### config.mk
export PLATFORM = sky130hd
export DESIGN_NAME = hcbp_ram
export DESIGN_NICKNAME = d
export VERILOG_FILES = /design/src/hw/rtl/hcbp_ram.sv
export SDC_FILE = /design/constraint.sdc
export NUM_CORES = 1
export LEC_CHECK = 0
export BUFFER_PORTS_ARGS = -buffer_cell sky130_fd_sc_hd__clkbuf_2
export CORE_MARGIN = 5
export CORE_UTILIZATION = 40
export CTS_CLUSTER_DIAMETER = 100
export DETAILED_ROUTE_END_ITERATION = 10
export HOLD_SLACK_MARGIN = 0.15
export SYNTH_ARGS = -nofsm -noshare
export SYNTH_HDL_FRONTEND = slang
export SYNTH_SLANG_ARGS = --single-unit
### constraint.sdc
create_clock -name clk_i -period 2.1 [get_ports clk_i]
set_clock_uncertainty 0.1 [all_clocks]
set_input_delay 0.315 -clock clk_i [delete_from_list [all_inputs] [get_ports clk_i]]
set_output_delay 0.315 -clock clk_i [all_outputs]
set_load 0.02 [all_outputs]
### src/hw/rtl/hcbp_ram.sv
// Generic single-write, single-read RAM with a registered read port.
module hcbp_ram #(
  parameter int Width = 8,
  parameter int Depth = 16
) (
  input  logic                     clk_i,
  input  logic                     we_i,
  input  logic [$clog2(Depth)-1:0] waddr_i,
  input  logic [Width-1:0]         wdata_i,
  input  logic                     re_i,
  input  logic [$clog2(Depth)-1:0] raddr_i,
  output logic [Width-1:0]         rdata_o
);

  logic [Width-1:0] mem_q [Depth];
  logic [Width-1:0] rdata_q;

  always_ff @(posedge clk_i) begin
    if (we_i) begin
      mem_q[waddr_i] <= wdata_i;
    end
    if (re_i) begin
      rdata_q <= mem_q[raddr_i];
    end
  end

  assign rdata_o = rdata_q;

endmodule
==> metrics.txt, run 1 <==
endpoints failing setup 0; Final nets 304; Seq pwr share 0.491; Global Route met2 Usage 0.2131; area delta synth->final 19.87%; yosys warns 0; Max Freq 0.6376 GHz; drt pass-1 iters 4; DR vias/cell 5.190; clock root buffer clkbuf_16; outcome completed; crit-path max cell delay 460 ps; # Post-CTS Setup Buffers 0; Port Buffers 26; Routed WL 10260 µm; register bit total from synthesis 136; GRT Util Overall 0.1401; Slew headroom 0.7372; largest net degree at the start of global routing 33; FF-to-FF setup slack 530 ps; number of fill cells 1070; sequential area share after synthesis 0.7812; CTS tree built; Tot Pwr 6.262 mW; most common cell in the netlist edfxtp_1; Cell Count, Final, Fillers Out 469; Worst setup SP type register; Sum Neg Setup Slack 0 ps; most used routing layer met2; Die ar. 15460 µm²; Slew Viols, Final 0; Comb pwr share 0.048; Netlist Area Pre-Place 5228 µm²; Slowest-stage cell, CP mux4_2; Setup crit end kind register; Avg Synthesized Cell Area 22.83 µm²; post-synth top area share 0.7812; Cell Int Power 5.025 mW; Static Leakage 2.111 nW; launching point of the worst reg2reg path mem_q[10][6]$_DFFE_PP_; clk slew on worst S/H paths 60 ps; M1 GR Usage 0.1865; Die Wd 124.3 µm; Yosys cell types 18; critical path fanouts, max 1; hold_buf cts 0; end of the worst register-to-register path rdata_o[6]$_DFFE_PP_; switching power 1.237 mW; CTS sink cnt 136; crit path buf inv count 0; first-pass GRT wire length 15530 µm; maximum VDD drop 0.0005354 V; fraction of layout cells with a size suffix above 1 0.3199; Top Ports 27; Hold Crit Class primary input to register; cts repair resizes 0; Post-route DRC 0; Core Util, Final 0.4925; Iter 0 DRT Violations 203; CTS H-tree lvls 4; ant diodes 0; crit path DAT 1620 ps; vias in the first global route 2634; # rows 41; Clk Latency, worst-skew pair 410 ps; area leader, netlist edfxtp_1; Post-synth EDFFs 136; R2R cell count 3; Min Clock Period, post-route 1568 ps; total of max-cap violations 0; Clock Power Share 0.461; Initial Util 0.4109; Worst Setup Path Type register to register; unrepaired setup endpoints after global routing no; main flop type after synthesis edfxtp_1; core area 12720 µm²; met3 GRT Util 0.05189; crit-path cells mux4_2 > a22oi_1 > nand2_1; detailed-route via count 2434; Fin. Hold Viols 0; worst hold start re_i; top post-synthesis cells by area edfxtp_1, mux4_2, mux4_1; Cells after DPL 438; crit share post-route 0.7468; slew of the pin with the lowest slew margin 394.1 ps; initial antenna violation count 0; clk buf depth 2; Post-synth ARST share 0; family with the most delay on the worst path multiplexers; Hold Path Sink rdata_o[7]$_DFFE_PP_; most frequent cells after synthesis edfxtp_1, mux4_2, a22oi_1, mux4_1, nor2_1; Gate Count Post-Synth 229; CP required 2150 ps; dpl hpwl 6654 µm; cell count of the worst hold path 1; RePlAce Congestion 0.7491; post-route ant nets 0; Congestion Overflow GR 0; TritonCTS buffer count 17; pwr dens 999.4 nW/µm²; Net Count, Synth 248; Routed wire per std cell 21.87 µm; Sw Ratio 0.1976; Die Ht 124.3 µm
-- per-layer routing --
layer  vias up  wire, µm  share of wire
met5         -         0              0
met3         7       640          0.062
met1      1263      4502           0.44
met4         0       112          0.011
li1       1093         -              -
met2        71      5001           0.49
-- layout make-up --
cell class                 count  area [µm²]  area share
tap                          172       215.2     0.03434
multi-input combinational     83        1057      0.1687
timing repair buffer          47       325.3     0.05192
sequential                   136        4084      0.6518
clock inverter                14       158.9     0.02536
clock buffer                  17       425.4     0.06789
-- state kept, by name, summed over array words and instances (netlist names) --
signal / count
mem_q: 128
rdata_o: 8
-- placed cells by master (no fill, tap or decap) --
cell type | netlist | layout
a22oi_1 | 16 | 16
and2_1 | 1 | 1
and2b_1 | 1 | 1
buf_12 | 0 | 3
buf_4 | 1 | 18
bufinv_16 | 0 | 3
clkbuf_16 | 0 | 17
clkbuf_2 | 0 | 26
clkinv_1 | 0 | 2
clkinv_2 | 0 | 3
clkinv_4 | 0 | 1
clkinvlp_4 | 0 | 5
edfxtp_1 | 136 | 136
mux4_1 | 14 | 14
mux4_2 | 18 | 18
nand2_1 | 9 | 9
nand2b_1 | 2 | 2
nand3_1 | 1 | 1
nand3b_1 | 2 | 2
nor2_1 | 13 | 13
nor2b_1 | 1 | 1
nor3_1 | 4 | 4
or3b_2 | 1 | 1
-- cells by family (layout without fill, tap and decap cells) --
kind of cell | count (synthesis) | count (layout) | share of synthesized area
flops | 136 | 136 | 0.7812
simple gates | 35 | 35 | 0.03136
mux | 32 | 32 | 0.1479
compound gates | 16 | 16 | 0.02298
buf+inv | 10 | 78 | 0.01651
-- power groups by stage --
stage               Clock, mW  Sequential [mW]  Combinational (mW)
CTS                      2.94             3.08               0.308
global route             3.08             3.08               0.328
finish                   2.88             3.08               0.301
global placement            0             3.13               0.301
floorplan                   0             3.14               0.154
detailed placement          0             3.13               0.308
-- stage by stage --
| stage | setup slack, ps | hold slack, ps | cell area [µm²] |
|---|---|---|---|
| floorplan | 192.1 | 313.9 | 5228 |
| global placement | 113.7 | 629.2 | 5682 |
| detailed placement | 128.9 | 648.7 | 5682 |
| CTS | 506.2 | 216.1 | 6266 |
| global route | 454.5 | 211.8 | 6266 |
| finish | 531.7 | 228.4 | 6266 |
-- worst max path at each step --
stage,from,to,slack (ps),depth (start not counted)
after floorplan,waddr_i[2],mem_q[0][0]$_DFFE_PP_,190,2
after global placement,raddr_i[0],rdata_o[4]$_DFFE_PP_,110,5
after detailed placement,raddr_i[0],rdata_o[0]$_DFFE_PP_,130,5
after CTS,mem_q[14][6]$_DFFE_PP_,rdata_o[6]$_DFFE_PP_,510,3
after global routing,mem_q[5][2]$_DFFE_PP_,rdata_o[2]$_DFFE_PP_,450,3
final,mem_q[10][6]$_DFFE_PP_,rdata_o[6]$_DFFE_PP_,530,3
No activity file was read; power rests on OpenSTA's default activity.
==> run 2: changes to the inputs <==
clock period = 1.3 ns   (was 2.1 ns; I/O delays follow)
==> run 2 against run 1 <==
The run now ends with negative setup slack left. Clock-buffer cell count rose by 2. Total power rose by 55%. Combinational power rose by 97%. Sequential share of layout area fell by 3.0 points. Wire length fell by 1.7%. Critical path depth did not move. Maximum frequency rose by 5.5%. Non-clock buffer count rose by 23. Sequential power rose by 62%. Flip-flop and latch count did not move. Critical path type unchanged. Largest power group unchanged.
==> metrics.txt, run 2 (synthesis gave the netlist of run 1 again) <==
slew of the pin with the lowest slew margin 1021 ps; # rows 41; Largest Register mem_q; register area 4084 µm²; area delta synth->final 25.61%; Routed WL 10090 µm; largest net degree at the start of global routing 25; failing checks negative setup slack; post-route ant nets 0; CTS tree built; hold_ws 173.9 ps; Slew Viols, Final 0; detailed-route via count 2498; CP required 1350 ps; DR vias/cell 5.067; crit-path max cell delay 510 ps; drt pass-1 iters 4; vias in the first global route 2746; Fin. Hold Viols 0; unrepaired setup endpoints after global routing yes; DP Worst Slack -471.1 ps; number of fill cells 1057; Die ar. 15460 µm²; max FFs per register 128; maximum VDD drop 0.0008520 V; Post-route DRC 0; CTS sink cnt 136; Slowest-stage cell, CP mux4_2; Static Leakage 2.188 nW; Hold Crit Class primary input to register; crit share post-route 1.144; crit-path cells mux4_2 > a22oi_2 > nand2_1; Iter 0 DRT Violations 234; pwr dens 1482 nW/µm²; core area 12720 µm²; Initial Util 0.4109; footprint of the multi-input gates 1116 µm²; endpoints failing setup 8; Slew headroom 0.3179; R2R cell count 3; Setup crit end kind register; Worst Setup Path Type register to register; crit path DAT 1540 ps; critical path fanouts, max 1; Core Util, Final 0.5161; Die Wd 124.3 µm; ant diodes 0; cell count of the worst hold path 1; CTS H-tree lvls 4; Max Freq 0.6727 GHz; Min Clock Period, post-route 1487 ps; RePlAce Congestion 0.7313; first-pass GRT wire length 15890 µm; Final WS setup -186.7 ps; Die Ht 124.3 µm; Final nets 327; clock root buffer clkbuf_16; dpl hpwl 6938 µm; most common cell after layout, fill and taps aside edfxtp_1; GRT Util Overall 0.1409; clk slew on worst S/H paths 50 ps; Routed wire per std cell 20.46 µm; TritonCTS buffer count 17; Top Ports 27; Worst setup SP type register; Clk Latency, worst-skew pair 410 ps; clk buf depth 2; # Post-CTS Setup Buffers 0; total of max-cap violations 0; outcome complete, but fails checks; initial antenna violation count 0; Congestion Overflow GR 0; fraction of layout cells with a size suffix above 1 0.4299; Port Buffers 26; most frequent cells in the layout edfxtp_1, mux4_2, buf_4
run 2: changes by cell type in the layout (fill, tap and decap cells not counted), moves of 4 or more:
cell	change
clkbuf_2	-4
a22oi_1	-12
buf_12	+7
a22oi_2	+12
clkinv_1	+4
mux4_1	-14
buf_4	+8
dlygate4sd3_1	+8
mux4_2	+14
buf_6	+4
nor3_1	-4
run 2: path summary, 6_finish.rpt:
kind,startpoint,end,slack (ps)
setup / recovery,mem_q[7][5]$_DFFE_PP_,rdata_o[5]$_DFFE_PP_,-190
setup reg to reg,mem_q[7][5]$_DFFE_PP_,rdata_o[5]$_DFFE_PP_,-190
hold reg to reg,mem_q[14][4]$_DFFE_PP_,rdata_o[4]$_DFFE_PP_,640
hold / removal,wdata_i[3],mem_q[5][3]$_DFFE_PP_,170
run 2: power breakdown:
| group | internal, mW | total, mW | switching, mW |
|---|---|---|---|
| sequential | 4.95 | 4.98 | 0.0297 |
| clock | 2.56 | 4.16 | 1.60 |
| combinational | 0.277 | 0.592 | 0.315 |
| total | 7.79 | 9.73 | 1.94 |
run 2: routing by layer:
layer | GRT usage | routed length (µm) | vias up
met1 | 0.1874 | 4421 | 1289
met5 | 0 | 0 | -
li1 | - | - | 1131
met4 | 0.05222 | 124 | 0
met2 | 0.2172 | 4989 | 69
met3 | 0.04631 | 552 | 9
run 2: final cells by class:
| class | instances | share of cell area |
|---|---|---|
| Tap cell | 172 | 0.03277 |
| Multi-Input combinational cell | 83 | 0.1700 |
| Sequential cell | 136 | 0.6220 |
| Clock inverter | 13 | 0.01334 |
| Clock buffer | 19 | 0.06593 |
| Timing Repair Buffer | 70 | 0.09604 |
run 2: what timing repair did:
item	in CTS	in global routing
resized for setup	7	18
setup endpoints to repair	11	12
hold buffers	8	0
pin swaps	2	5
hold endpoints to repair	120	0
run 2: through the flow:
stage          TNS, ps  instance area [µm²]  std cells  power, mW
6_report         -1318                 6566        493      9.729
5_1_grt          -1688                 6566        493      10.08
3_5_place_dp    -20320                 5884        453      5.606
2_1_floorplan    -2577                 5264        229      5.359
3_3_place_gp    -17910                 5884        453      5.593
4_1_cts          -1464                 6511        493      9.807
run 2: worst max-delay path, delay by kind of cell, from the launching register on:
kind,cells,cell delay (ps)
compound gates,1,140
flops,1,380
mux,1,510
simple gates,1,100
